<file path="src/rtl/crc10pec_pkg.sv">
// Shared constants, types and CRC step functions for the CRC-10 PEC block.
`timescale 1ns / 1ps
package crc10pec_pkg;

    localparam int CRC_W = 10;
    localparam int BYTE_W = 8;
    localparam int APB_DATA_W = 32;
    localparam int APB_ADDR_W = 3;
    localparam int COUNTER_STEPS = 6;
    localparam logic [CRC_W-1:0] CRC_FEEDBACK = 10'h08F;
    localparam logic [BYTE_W-1:0] COUNTER_MASK = 8'hFC;
    localparam logic [CRC_W-1:0] SEED_RESET = 10'd16;
    localparam logic [0:0] REG_CRC_SEED = 1'b0;

    typedef struct packed {
        logic             load;
        logic [CRC_W-1:0] seed;
    } cfg_ctl_t;

    function automatic logic [CRC_W-1:0] bit_step(input logic [CRC_W-1:0] c);
        logic [CRC_W-1:0] n;
        n = {c[CRC_W-2:0], 1'b0};
        if (c[CRC_W-1])
        begin
            n = n ^ CRC_FEEDBACK;
        end
        return n;
    endfunction

    function automatic logic [CRC_W-1:0] byte_step(input logic [CRC_W-1:0] c,
                                                   input logic [BYTE_W-1:0] b);
        logic [CRC_W-1:0] r;
        r = c ^ {b, 2'b00};
        for (int i = 0; i < BYTE_W; i++)
        begin
            r = bit_step(r);
        end
        return r;
    endfunction

endpackage

</file>
<file path="src/rtl/crc10_pec_with_command_counter_core.sv">
// Top level of the CRC-10 packet error code block with command-counter tail.
//
// Input channel: one message byte per item (data_byte, last_byte, receive_mode,
// tail_byte), taken at a clock edge with in_valid high and in_stall low.
// Output channel: one pec_value item per message, given with out_valid and held
// while out_stall is high.
// A last byte accepted passes through the input register to the result register.
// Throughput: one item per cycle, but for a held last byte; the input register
// feeds a combinational CRC update (eight bit steps, plus six tail steps on the
// last byte) into the running CRC register and the result register.
// When the receiver stalls, non-last bytes keep flowing; a last byte waits in
// the input register and in_stall rises until the result register frees.
// Reset clears both valids, sets the seed to 16 and loads it into the running
// CRC. Writing the seed over APB also reloads the running CRC, restarting any
// message in progress. pready is always high; prdata returns the seed.
`timescale 1ns / 1ps
module crc10_pec_with_command_counter_core
(
    input  logic                                   clk,
    input  logic                                   rst_n,
    input  logic                                   psel,
    input  logic                                   penable,
    input  logic                                   pwrite,
    input  logic [crc10pec_pkg::APB_ADDR_W-1:0]    paddr,
    input  logic [crc10pec_pkg::APB_DATA_W-1:0]    pwdata,
    output logic [crc10pec_pkg::APB_DATA_W-1:0]    prdata,
    output logic                                   pready,
    input  logic                                   in_valid,
    output logic                                   in_stall,
    input  logic [crc10pec_pkg::BYTE_W-1:0]        data_byte,
    input  logic                                   last_byte,
    input  logic                                   receive_mode,
    input  logic [crc10pec_pkg::BYTE_W-1:0]        tail_byte,
    output logic                                   out_valid,
    input  logic                                   out_stall,
    output logic [crc10pec_pkg::CRC_W-1:0]         pec_value
);

    crc10pec_pkg::cfg_ctl_t cfg_ctl;

    logic                              s1_valid_reg;
    logic                              s1_valid_next;
    logic [crc10pec_pkg::BYTE_W-1:0]   s1_data_reg;
    logic                              s1_last_reg;
    logic                              s1_recv_reg;
    logic [crc10pec_pkg::BYTE_W-1:0]   s1_tail_reg;
    logic                              s1_advance;
    logic                              in_take;

    logic [crc10pec_pkg::CRC_W-1:0]    acc_reg;
    logic [crc10pec_pkg::CRC_W-1:0]    acc_next;
    logic [crc10pec_pkg::CRC_W-1:0]    crc_byte;
    logic [crc10pec_pkg::CRC_W-1:0]    crc_pec;

    logic                              out_valid_reg;
    logic                              out_valid_next;
    logic [crc10pec_pkg::CRC_W-1:0]    pec_reg;
    logic                              out_load;

    crc10pec_cfg u_cfg
    (
        .clk     (clk),
        .rst_n   (rst_n),
        .psel    (psel),
        .penable (penable),
        .pwrite  (pwrite),
        .paddr   (paddr),
        .pwdata  (pwdata),
        .prdata  (prdata),
        .pready  (pready),
        .cfg_ctl (cfg_ctl)
    );

    crc10pec_engine u_engine
    (
        .acc          (acc_reg),
        .data_byte    (s1_data_reg),
        .receive_mode (s1_recv_reg),
        .tail_byte    (s1_tail_reg),
        .crc_out      (crc_byte),
        .pec_out      (crc_pec)
    );

    // hold a last byte while the result register is full and stalled
    assign s1_advance = s1_valid_reg && !(s1_last_reg && out_valid_reg && out_stall);
    assign in_stall   = s1_valid_reg && !s1_advance;
    assign in_take    = in_valid && !in_stall;
    assign out_load   = s1_advance && s1_last_reg;

    always_comb
    begin
        s1_valid_next = in_take ? 1'b1 : (s1_advance ? 1'b0 : s1_valid_reg);
        if (cfg_ctl.load)
        begin
            acc_next = cfg_ctl.seed;
        end
        else if (s1_advance)
        begin
            acc_next = s1_last_reg ? cfg_ctl.seed : crc_byte;
        end
        else
        begin
            acc_next = acc_reg;
        end
        if (out_load)
        begin
            out_valid_next = 1'b1;
        end
        else if (!out_stall)
        begin
            out_valid_next = 1'b0;
        end
        else
        begin
            out_valid_next = out_valid_reg;
        end
    end

    always_ff @(posedge clk or negedge rst_n)
    begin
        if (!rst_n)
        begin
            s1_valid_reg  <= 1'b0;
            out_valid_reg <= 1'b0;
            acc_reg       <= crc10pec_pkg::SEED_RESET;
        end
        else
        begin
            s1_valid_reg  <= s1_valid_next;
            out_valid_reg <= out_valid_next;
            acc_reg       <= acc_next;
        end
    end

    always_ff @(posedge clk)
    begin
        if (in_take)
        begin
            s1_data_reg <= data_byte;
            s1_last_reg <= last_byte;
            s1_recv_reg <= receive_mode;
            s1_tail_reg <= tail_byte;
        end
        if (out_load)
        begin
            pec_reg <= crc_pec;
        end
    end

    assign out_valid = out_valid_reg;
    assign pec_value = pec_reg;

endmodule

</file>
<file path="src/rtl/crc10pec_cfg.sv">
// APB register file holding the CRC seed.
`timescale 1ns / 1ps
module crc10pec_cfg
(
    input  logic                                   clk,
    input  logic                                   rst_n,
    input  logic                                   psel,
    input  logic                                   penable,
    input  logic                                   pwrite,
    input  logic [crc10pec_pkg::APB_ADDR_W-1:0]    paddr,
    input  logic [crc10pec_pkg::APB_DATA_W-1:0]    pwdata,
    output logic [crc10pec_pkg::APB_DATA_W-1:0]    prdata,
    output logic                                   pready,
    output crc10pec_pkg::cfg_ctl_t                 cfg_ctl
);

    logic                            seed_wr;
    logic [crc10pec_pkg::CRC_W-1:0]  seed_reg;
    logic [crc10pec_pkg::CRC_W-1:0]  seed_next;

    assign seed_wr = psel && penable && pwrite
                     && (paddr[crc10pec_pkg::APB_ADDR_W-1:2] == crc10pec_pkg::REG_CRC_SEED);
    assign seed_next = seed_wr ? pwdata[crc10pec_pkg::CRC_W-1:0] : seed_reg;

    always_ff @(posedge clk or negedge rst_n)
    begin
        if (!rst_n)
        begin
            seed_reg <= crc10pec_pkg::SEED_RESET;
        end
        else
        begin
            seed_reg <= seed_next;
        end
    end

    assign pready = 1'b1;
    assign prdata = {{(crc10pec_pkg::APB_DATA_W-crc10pec_pkg::CRC_W){1'b0}}, seed_reg};
    assign cfg_ctl.load = seed_wr;
    assign cfg_ctl.seed = seed_wr ? pwdata[crc10pec_pkg::CRC_W-1:0] : seed_reg;

endmodule

</file>
<file path="src/rtl/crc10pec_engine.sv">
// Combinational CRC-10 byte update and command-counter tail fold.
`timescale 1ns / 1ps
module crc10pec_engine
(
    input  logic [crc10pec_pkg::CRC_W-1:0]  acc,
    input  logic [crc10pec_pkg::BYTE_W-1:0] data_byte,
    input  logic                            receive_mode,
    input  logic [crc10pec_pkg::BYTE_W-1:0] tail_byte,
    output logic [crc10pec_pkg::CRC_W-1:0]  crc_out,
    output logic [crc10pec_pkg::CRC_W-1:0]  pec_out
);

    logic [crc10pec_pkg::BYTE_W-1:0] counter;
    logic [crc10pec_pkg::CRC_W-1:0]  tail_crc;

    always_comb
    begin
        crc_out  = crc10pec_pkg::byte_step(acc, data_byte);
        counter  = receive_mode ? (tail_byte & crc10pec_pkg::COUNTER_MASK)
                                : {crc10pec_pkg::BYTE_W{1'b0}};
        tail_crc = crc_out ^ {counter, 2'b00};
        for (int i = 0; i < crc10pec_pkg::COUNTER_STEPS; i++)
        begin
            tail_crc = crc10pec_pkg::bit_step(tail_crc);
        end
        pec_out = tail_crc;
    end

endmodule

</file>
<file path="config.mk">
export PLATFORM = sky130hd
export DESIGN_NAME = crc10_pec_with_command_counter_core
export DESIGN_NICKNAME = d
export VERILOG_FILES = /design/src/rtl/crc10pec_pkg.sv /design/src/rtl/crc10_pec_with_command_counter_core.sv /design/src/rtl/crc10pec_cfg.sv /design/src/rtl/crc10pec_engine.sv
export SDC_FILE = /design/constraint.sdc
export NUM_CORES = 1
export LEC_CHECK = 0
export BUFFER_PORTS_ARGS = -buffer_cell sky130_fd_sc_hd__buf_2
export CORE_AREA = 2 2 128 80
export CTS_CLUSTER_SIZE = 12
export DETAILED_ROUTE_END_ITERATION = 16
export DIE_AREA = 0 0 130 82
export PLACE_DENSITY = 0.64
export SLEW_MARGIN = 20
export SYNTH_ARGS = -nofsm -noshare
export SYNTH_HDL_FRONTEND = slang
export SYNTH_SLANG_ARGS = --single-unit
export TNS_END_PERCENT = 100
</file>
<file path="constraint.sdc">
create_clock -name clk -period 3.3 [get_ports clk]
set_clock_uncertainty 0.1 [all_clocks]
set_input_delay 0.66 -clock clk [delete_from_list [all_inputs] [get_ports clk]]
set_output_delay 0.66 -clock clk [all_outputs]
set_load 0.1 [all_outputs]
</file>
# Word level (Yosys, flattened, before mapping)
# Index checks and enable logic that the tools add are counted.
# totals
ff_bits	50
# op_classes
eq_ne	1
mux	23
bitwise_logic	17
n_reduce_logical	14
# op_table
operator	n
8-bit 2-to-1 mux	15
5-bit NOT	14
10-bit 2-to-1 mux	4
10-bit bitwise XOR	2
1-bit logical AND	9
1-bit 2-to-1 mux	4
2-bit nonzero test	2
1-bit zero test	3
2-bit by 1-bit inequality test with 1-bit output (second input constant)	1
1-bit NOT	1

# Logic depth before layout (Yosys ltp)
# Gate-level depths: netlist of run 1.
# logic_depth
depth_word	30
depth_mapped	7
ltp_nobuf	6

# Cells and area by module
# A second synthesis of run 1 with hierarchy kept.
# hier_totals
cells_unflattened	195
hier_area_um2	2750.1
# modules_own_cells
module	instances	cells_each	area_each_um2
crc10_pec_with_command_counter_core	1	78	1438.9
crc10pec_engine	1	68	686.9
crc10pec_cfg	1	49	624.3

# Worst setup path after synthesis of run 1
# OpenSTA, ideal clock, no wires.
# synth_path
path_type	register -> register
start	register s1_data_reg[7] in the netlist's numbering
end	register pec_reg, in the netlist pec_value[3] (data pin)
arrival_time_ps	2332
slack_ps	600
stages_incl_launch_ff	7
synth_period_minus_slack_ps	2700
cell_sequence	edfxtp_1 > xnor2_4 > xor2_1 > xor3_2 > xor2_2 > xnor2_2 > xnor3_1
# synth_between
elab_chain_cells	21
elab_cells_between_ends	29
# synth_rtl
item	line_no	source
from (decl)	crc10_pec_with_command_counter_core.sv:43	logic [crc10pec_pkg::BYTE_W-1:0] s1_data_reg;
from (signal assigned)	crc10_pec_with_command_counter_core.sv:139	s1_data_reg <= data_byte;
10-bit bitwise XOR *	crc10pec_pkg.sv:33	r = c ^ {b, 2'b00};
8-bit 2-to-1 mux *	crc10pec_pkg.sv:23	if (c[CRC_W-1])
5-bit NOT (no source line)	-	
8-bit 2-to-1 mux	crc10pec_pkg.sv:23	
5-bit NOT (no source line)	-	
8-bit 2-to-1 mux	crc10pec_pkg.sv:23	
5-bit NOT (no source line)	-	
8-bit 2-to-1 mux *	crc10pec_pkg.sv:23	
(+6 left out)	-	
8-bit 2-to-1 mux	crc10pec_pkg.sv:23	
5-bit NOT (no source line)	-	
8-bit 2-to-1 mux	crc10pec_pkg.sv:23	
5-bit NOT (no source line)	-	
8-bit 2-to-1 mux	crc10pec_pkg.sv:23	
5-bit NOT (no source line)	-	
8-bit 2-to-1 mux *	crc10pec_pkg.sv:23	
via crc_pec (one bit)	crc10_pec_with_command_counter_core.sv:53	logic [crc10pec_pkg::CRC_W-1:0] crc_pec;
to (signal assigned)	crc10_pec_with_command_counter_core.sv:146	pec_reg <= crc_pec;
to (decl)	crc10_pec_with_command_counter_core.sv:57	logic [crc10pec_pkg::CRC_W-1:0] pec_reg;
# The timed path passes the listed nets; every way through them passes the cells marked *.
# A chain may end at the register's enable or synchronous reset.

# Worst setup path after layout of run 1
# layout_path
start	register s1_data_reg[4] in the netlist's numbering
end	register pec_reg, in the netlist pec_value[3] (data pin)
# layout_between
elab_chain_cells	17
elab_cells_between_ends	25
# layout_rtl
item	line_no	source
10-bit bitwise XOR *	crc10pec_pkg.sv:33	
5-bit NOT (no source line)	-	
8-bit 2-to-1 mux * (2 in a row)	crc10pec_pkg.sv:23	
8-bit 2-to-1 mux or 5-bit NOT (tied branches)	-	
8-bit 2-to-1 mux	crc10pec_pkg.sv:23	
8-bit 2-to-1 mux *	crc10pec_pkg.sv:23	
5-bit NOT (no source line) or 8-bit 2-to-1 mux (tied branches)	-	
8-bit 2-to-1 mux or 5-bit NOT (tied branches)	-	
10-bit bitwise XOR *	crc10pec_engine.sv:21	tail_crc = crc_out ^ {counter, 2'b00};
8-bit 2-to-1 mux (tied with other cells)	crc10pec_pkg.sv:23	
5-bit NOT (no source line) (tied with other cells)	-	
8-bit 2-to-1 mux or 5-bit NOT (tied branches)	-	
5-bit NOT (no source line) or 8-bit 2-to-1 mux (tied branches)	-	
8-bit 2-to-1 mux or 5-bit NOT (tied branches)	-	
5-bit NOT (no source line) or 8-bit 2-to-1 mux (tied branches)	-	
8-bit 2-to-1 mux *	crc10pec_pkg.sv:23	
via crc_pec (one bit)	crc10_pec_with_command_counter_core.sv:53	
# Marks and branches as above.

==> results of run 1 <==
critical path: cells and delay by family, from the launching register on:
family	cells	cell delay [ps]
xor gates and xnor gates	6	2200
DFF	1	380
cell usage after synthesis, drive strengths merged:
library cell   n
xnor3          6
conb           2
clkinv         1
dfstp          2
buf           24
or3            1
dfrtp         20
edfxtp        26
mux2i          3
a221o          1
nand3          1
a21o           3
nand2b         2
and4b          1
nor2          14
o21a           1
xor3           4
o21ai          3
nand2         44
a31oi          3
o211ai         3
xnor2         33
clkbuf         5
a211o          1
and2           4
inv            1
a21oi          2
nand4          1
o311ai         2
xor2          17
a21bo          1
nand4b         1
logic make-up after synthesis:
kind of cell | after synthesis | share of synthesized area
buffers and inverters | 31 | 0.0766
other | 2 | 0.00271
and+or+nand+nor | 69 | 0.105
muxes | 3 | 0.0108
DFF | 48 | 0.481
xor gates and xnor gates | 60 | 0.273
AOI/OAI and AO/OA | 20 | 0.0514
metal layers:
metal  vias up  routed length (um)  GRT usage
met3         8                 392     0.0404
met4         0                  78     0.0387
met1       825                2960      0.167
li1        847                   -          -
met2        50                2400      0.168
met5         -                   0          0
worst paths after layout:
path	start	endpoint	cells after the start
max	s1_data_reg[4]	pec_value[3]	6
min	rst_n	out_valid	1
max reg2reg	s1_data_reg[4]	pec_value[3]	6
min reg2reg	u_cfg.seed_reg[4]	u_cfg.seed_reg[4]	2
max in group asynchronous	rst_n	u_cfg.seed_reg[4]	1
min in group clk	u_cfg.seed_reg[4]	u_cfg.seed_reg[4]	2
per-stage QoR:
step / setup WS (ps) / cell area [sq um]
floorplan: 600 / 2850
global placement: 409 / 3120
detailed placement: 372 / 3120
CTS: 366 / 3260
global route: 281 / 3260
finish: 355 / 3260
area by class of cell:
type / instances / area, sq um
clock buffers: 8 / 146
multi-input cells: 175 / 1310
well taps: 135 / 169
flip-flops and latches: 48 / 1330
repair buffers: 58 / 298
fillers: 991 / 6300
inverters: 2 / 7.51
==> impl_results.md, run 1 <==
- #FFs+latches synth: 48
- Netlist Area Pre-Place: 0.00278 sq mm
- # DRC: 0
- Clock sinks: 48
- PortBufs: 55
- Maxcap violations: 0
- Pins Over Slew Limit: 0
- Ratio of cells with drive above 1 in the final layout: 0.268
- Worst-Skew Late Latency: 290 ps
- Synth top area cells: edfxtp_1 28%, dfrtp_1 18%, xnor2_1 9.2%
- Crit path time final: 2950 ps
- Crit path max fanout: 3
- First-pass GRT wire length: 9200 um
- Worst reg-to-reg setup slack: 350 ps
- Yosys warning total: 0
- Critical Path Max Stage Delay: 550 ps
- CTS Buf Count: 5
- Seq/Total Area, Yosys: 0.481
- RSZ-0062 raised after global routing: false
- Post-synth top area cell: edfxtp_1
- Yosys top cell area share: 0.281
- Horiz. Die Dim: 130 um
- Final period utilization: 0.892
- Critical-path cell list: xnor2_1 > xor2_1 > xor3_2 > xor2_2 > xnor2_2 > xnor3_1
- Post-Synthesis Cells: 233
- Drt total wl: 5830 um
- Die area: 0.0107 sq mm
- Detail Route Antenna Nets: 0
- TritonCTS clock tree: done
- Postcts setup bufs: 0
- Post-synth cell types: 40
- Final instance count without filler cells: 426
- Post-DP HPWL: 4610 um
- Setup CP Type: reg2reg
- TritonRoute pass-1 iters: 4
- Placer Congestion: 0.805
- ANT cells: 0
- Commonest non-fill, non-tap cells in the layout: 55 x buf_2, 44 x nand2_1, 29 x xnor2_1, 26 x edfxtp_1, 23 x conb_1
- Max-Slew Margin vs Limit: 0.425
- Global route overflow: 0
- Total track usage: 0.118
- Setup-failing EPs final: 0
- Layout Nets: 350
- Ports: 105
- Register clock-pin slew on the reported worst setup and hold paths: 60 ps
- Least-Margin Pin Slew: 863 ps
- Number of global-route vias before repair: 1795
- DR iter-0 viols: 105
- Setup_tns: 0 ps
- WL per Instance: 13.7 um
- Die H: 82 um
- Clock Tree Buf Depth: 2
- Largest net degree at the start of global routing: 23
- Initial Util: 0.290
- Synthesized area per cell: 11.9 sq um
- Vias: 1730
- Placement row count: 28
- Post-placement cell count: 418
- Final Hold Vio Count: 0
- Hold_ws: 239 ps
- Clock Tree Root: clkbuf_16
- CTS resizes: 0
- Area grow syn2layout: 17.5%
- WP data required: 3230 ps
- Hold Crit Class: in2async
- Critical Path End Type: flop
- Maximum level of the CTS H-tree: 2
- Crit path DAT: 2880 ps
- Final core utilization: 0.341
- Critical Path Start Type: flop
- Core Area: 0.00956 sq mm
- Initial antenna violation count: 0
- Outcome: finished, final reports clean
- Via/cell ratio: 4.06
- Max Clk Rate: 0.340 GHz
- Hold buffer count at cts: 0
- CP max-delay cell: xor3_2
- Most common cell after layout, fill and taps aside: buf_2
Power of run 1 is left out: the tool's default activity adds up to more than one toggle a clock period on the data nets, which glitch-free logic cannot reach.
==> run 2, diff against run 1 <==
--- a/config.mk
+++ b/config.mk
@@ -6,11 +6,11 @@
 export NUM_CORES = 1
 export LEC_CHECK = 0
 export BUFFER_PORTS_ARGS = -buffer_cell sky130_fd_sc_hd__buf_2
-export CORE_AREA = 2 2 128 80
+export CORE_AREA = 2 2 101 64
 export CTS_CLUSTER_SIZE = 12
 export DETAILED_ROUTE_END_ITERATION = 16
-export DIE_AREA = 0 0 130 82
-export PLACE_DENSITY = 0.64
+export DIE_AREA = 0 0 103 66
+export PLACE_DENSITY = 0.9
 export SLEW_MARGIN = 20
 export SYNTH_ARGS = -nofsm -noshare
 export SYNTH_HDL_FRONTEND = slang
==> run 2 against run 1 <==
Compared with the run above: register-to-register slack about the same; worst hold slack worse by 35 ps; first-iteration DRC count down 2.9%; die area down 36%; global-route usage up 5.1 points; wire length down 9.3%.
==> impl_results.md, run 2 (synthesized netlist as in run 1, its figures left out) <==
- Outcome: finished, final reports clean
- Final period utilization: 0.892 (about the same)
- CP Launch Point: s1_data_reg[4]
- Max-Slew Margin vs Limit: 0.473 (+0.0489)
- Post-DP HPWL: 4270 um (-7.3%)
- CP max-delay cell: xor3_2
- Setup CP Type: reg2reg
- Core Area: 0.00589 sq mm (-38%)
- Maximum level of the CTS H-tree: 2 (unchanged)
- CTS resizes: 0 (unchanged)
- Register clock-pin slew on the reported worst setup and hold paths: 90 ps (+30 ps)
- Largest net degree at the start of global routing: 23 (unchanged)
- Die area: 0.00680 sq mm (-36%)
- CP top delay family: XOR/XNOR gates
- Total track usage: 0.169 (+0.0515)
- Drt total wl: 5290 um (-9.3%)
- Most common cell after layout, fill and taps aside: buf_2
- Critical-path cell list: xnor2_1 > xor2_1 > xor3_2 > xor2_2 > xnor2_2 > xnor3_1
- Commonest non-fill, non-tap cells in the layout: 55 x buf_2, 44 x nand2_1, 29 x xnor2_1, 26 x edfxtp_1, 23 x conb_1
- PortBufs: 55 (unchanged)
- Placer Congestion: 0.876 (+8.9%)
- Maxcap violations: 0 (unchanged)
- Crit path max fanout: 3 (unchanged)
- Setup_tns: 0 ps (unchanged)
- DR iter-0 viols: 102 (-2.9%)
- Initial antenna violation count: 0 (unchanged)
- Clock sinks: 48 (unchanged)
- Worst r2r path cells: 6 (unchanged)
- Area grow syn2layout: 13.3%
- ANT cells: 0 (unchanged)
- Horiz. Die Dim: 103 um (-21%)
- Layout Nets: 350 (unchanged)
- Crit path time final: 2940 ps (-1.60 ps)
- RR Startpoint: s1_data_reg[4]
- Die H: 66 um (-20%)
- TritonCTS clock tree: done
- Pins Over Slew Limit: 0 (unchanged)
- Max Clk Rate: 0.340 GHz (about the same)
- Detail Route Antenna Nets: 0 (unchanged)
- Final Hold Vio Count: 0 (unchanged)
- Reg2reg end: pec_value[3]
- Placement row count: 22 (-21%)
- TritonRoute pass-1 iters: 4 (unchanged)
- Hold buffer count at cts: 0 (unchanged)
- Critical Path Start Type: flop
- Crit path capture: pec_value[3]
- Vias: 1771 (+2.4%)
- WP data required: 3250 ps (+20 ps)
- Clock Tree Buf Depth: 2 (unchanged)
- Hold Crit Class: in2async
- Fill cells: 543 (-45%)
- Ratio of cells with drive above 1 in the final layout: 0.275 (+0.00687)
- Clock Tree Root: clkbuf_8
- RSZ-0062 raised after global routing: false
- Worst reg-to-reg setup slack: 360 ps (about the same)
- Via/cell ratio: 4.72 (+16%)
- Ports: 105 (unchanged)
- Number of global-route vias before repair: 1793 (-0.11%)
- Setup-failing EPs final: 0 (unchanged)
- Postcts setup bufs: 0 (unchanged)
- First-pass GRT wire length: 8540 um (-7.3%)
- WL per Instance: 14.1 um (+3.0%)
- Critical Path End Type: flop
- Critical Path Max Stage Delay: 550 ps (about the same)
- Least-Margin Pin Slew: 790 ps (-73.4 ps)
- Levels on crit path: 6 (unchanged)
- Initial Util: 0.471 (+0.181)
- Crit path buffers/inverters: 0 (unchanged)
- Worst-Skew Late Latency: 310 ps (+20 ps)
- # DRC: 0 (unchanged)
- Global route overflow: 0 (unchanged)
- CTS Buf Count: 5 (unchanged)
- Crit path DAT: 2890 ps (about the same)
[run 2: changes by cell type in the layout (fill, tap and decap cells not counted), sizes merged]
| cell | change |
|---|---|
| clkbuf | -2 |
| clkinv | +2 |
[run 2: how the worst min path moves through the flow]
stage	end	slack (ps)	cells past startpoint
2_1_floorplan	acc_reg[0]	260	0
3_3_place_gp	u_cfg.seed_reg[4]	370	2
3_5_place_dp	u_cfg.seed_reg[4]	370	2
4_1_cts	u_cfg.seed_reg[0]	220	1
5_1_grt	acc_reg[3]	240	1
6_report	acc_reg[0]	200	1
[run 2: metrics by stage]
stage	hold slack [ps]	worst slack [ps]	area, sq um	cells	utilization
floorplan	264	600	2850	254	-
global placement	369	441	3050	367	0.518
detailed placement	375	364	3050	367	0.518
CTS	218	345	3140	375	0.534
global route	240	244	3140	375	0.534
finish	205	357	3140	375	0.534
[run 2: area by class of cell]
cell class | count | area, sq um | area share
Sequential cell | 48 | 1330 | 0.424
Multi-Input combinational cell | 175 | 1310 | 0.416
Timing Repair Buffer | 58 | 298 | 0.0947
Tap cell | 84 | 105 | 0.0334
Clock buffer | 6 | 82.6 | 0.0263
Clock inverter | 2 | 10.0 | 0.00318
Inverter | 2 | 7.51 | 0.00239
[run 2: metal layers]
layer	wire, um	track usage	vias up
met3	489	0.0455	5
met4	55	0.0411	0
li1	-	-	840
met2	2310	0.258	78
met1	2440	0.242	848
met5	0	0	-
Power of run 2 is left out for the same reason.
==> run 3, diff against run 2 <==
--- a/config.mk
+++ b/config.mk
@@ -6,10 +6,10 @@
 export NUM_CORES = 1
 export LEC_CHECK = 0
 export BUFFER_PORTS_ARGS = -buffer_cell sky130_fd_sc_hd__buf_2
-export CORE_AREA = 2 2 101 64
+export CORE_AREA = 2 2 79 81
 export CTS_CLUSTER_SIZE = 12
 export DETAILED_ROUTE_END_ITERATION = 16
-export DIE_AREA = 0 0 103 66
+export DIE_AREA = 0 0 81 83
 export PLACE_DENSITY = 0.9
 export SLEW_MARGIN = 20
 export SYNTH_ARGS = -nofsm -noshare
==> run 3 against run 2 <==
Compared with the run above: highest routed layer unchanged; final cell count is 2.4% lower; critical path type unchanged; utilization is 0.45 points higher; sequential share of layout area is 0.19 points higher.
==> impl_results.md, run 3 (synthesized netlist as in run 1, its figures left out) <==
- Outcome: finished, final reports clean
- WP data required: 3240 ps (about the same)
- Number of global-route vias before repair: 1768 (-1.4%)
- Die H: 83 um (+26%)
- Maxcap violations: 0 (unchanged)
- Detail Route Antenna Nets: 0 (unchanged)
- Horiz. Die Dim: 81 um (-21%)
- DR iter-0 viols: 104 (+2.0%)
- RSZ-0062 raised after global routing: false
- TritonCTS clock tree: done
- Placement row count: 28 (+27%)
- CTS resizes: 0 (unchanged)
- Maximum level of the CTS H-tree: 2 (unchanged)
- Die area: 0.00672 sq mm (-1.1%)
- Total track usage: 0.160 (-0.00922)
- # DRC: 0 (unchanged)
- Worst reg-to-reg setup slack: 370 ps (about the same)
- Setup_tns: 0 ps (unchanged)
- Core Area: 0.00582 sq mm (-1.3%)
- Drt total wl: 4970 um (-6.0%)
- Final period utilization: 0.889 (-0.00318)
- Initial antenna violation count: 0 (unchanged)
- Hold buffer count at cts: 0 (unchanged)
- Max-Slew Margin vs Limit: 0.500 (+0.0263)
- Initial Util: 0.477 (+0.00608)
- Critical Path End Type: flop
- Most common cell after layout, fill and taps aside: buf_2
- First-pass GRT wire length: 8300 um (-2.8%)
- CTS Buf Count: 5 (unchanged)
- Global route overflow: 0 (unchanged)
- Crit path max fanout: 5 (+2)
- Clock Tree Root: clkbuf_8
- Ratio of cells with drive above 1 in the final layout: 0.268 (-0.00687)
- Crit path time final: 2930 ps (-10.5 ps)
- Worst r2r path cells: 6 (unchanged)
- Placer Congestion: 0.844 (-3.7%)
- Register clock-pin slew on the reported worst setup and hold paths: 90 ps (about the same)
- TritonRoute pass-1 iters: 4 (unchanged)
- Via/cell ratio: 4.81 (+1.9%)
- Worst-Skew Late Latency: 310 ps (about the same)
- Clock Tree Buf Depth: 2 (unchanged)
- Clock sinks: 48 (unchanged)
- CP Launch Point: s1_data_reg[7]
- WL per Instance: 13.6 um (-3.7%)
- Layout Nets: 350 (unchanged)
- Setup-failing EPs final: 0 (unchanged)
- Largest net degree at the start of global routing: 23 (unchanged)
- Ports: 105 (unchanged)
- RR Startpoint: s1_data_reg[7]
- Setup CP Type: reg2reg
- Vias: 1761 (-0.56%)
- Pins Over Slew Limit: 0 (unchanged)
- Least-Margin Pin Slew: 750 ps (-39.4 ps)
- Final Hold Vio Count: 0 (unchanged)
- Crit path DAT: 2870 ps (-20 ps)
- PortBufs: 55 (unchanged)
- Postcts setup bufs: 0 (unchanged)
- Max Clk Rate: 0.341 GHz (+0.36%)
- ANT cells: 0 (unchanged)
- Reg2reg end: pec_value[3]
- Commonest non-fill, non-tap cells in the layout: 55 x buf_2, 44 x nand2_1, 29 x xnor2_1, 26 x edfxtp_1, 23 x conb_1
- Hold Crit Class: in2async
- Final core utilization: 0.538 (+0.00452)
- Post-DP HPWL: 4020 um (-5.8%)
- Area grow syn2layout: 12.8%
- Critical Path Start Type: flop
[run 3: changes by cell type in the layout (fill, tap and decap cells not counted), sizes merged]
cell	change
clkbuf	+2
clkinv	-2
[run 3: area by class of cell]
class	instances	area, sq um
Timing Repair Buffer	58	298
Sequential cell	48	1330
Fill cell	537	2690
Tap cell	75	93.8
Inverter	2	7.51
Multi-Input combinational cell	175	1310
Clock buffer	8	90.1
[run 3: worst max-delay path, cell delays in order, from the launching register on]
cell,delay [ps]
edfxtp_1,470
xnor2_4,330
xor2_1,340
xor3_2,550
xor2_2,190
xnor2_2,250
xnor3_1,430
[run 3: how the worst max path moves through the flow]
stage / to / cells past startpoint
2_1_floorplan: pec_value[3] / 6
3_3_place_gp: pec_value[3] / 6
3_5_place_dp: pec_value[3] / 6
4_1_cts: pec_value[3] / 6
5_1_grt: pec_value[3] / 6
6_report: pec_value[3] / 6
[run 3: metal layers]
metal	global-route usage	up-vias	wire length [um]
li1	-	838	-
met1	0.201	836	2020
met2	0.270	75	2570
met3	0.0370	12	298
met4	0.0524	0	86
met5	0	-	0
[run 3: through the flow]
step / hold slack [ps] / instances / setup slack, ps / instance area (sq um)
after floorplan: 264 / 254 / 600 / 2850
after global placement: 377 / 358 / 445 / 3040
after detailed placement: 375 / 358 / 406 / 3040
after CTS: 229 / 366 / 380 / 3130
after global routing: 244 / 366 / 299 / 3130
final: 207 / 366 / 367 / 3130
Power of run 3 is left out for the same reason.
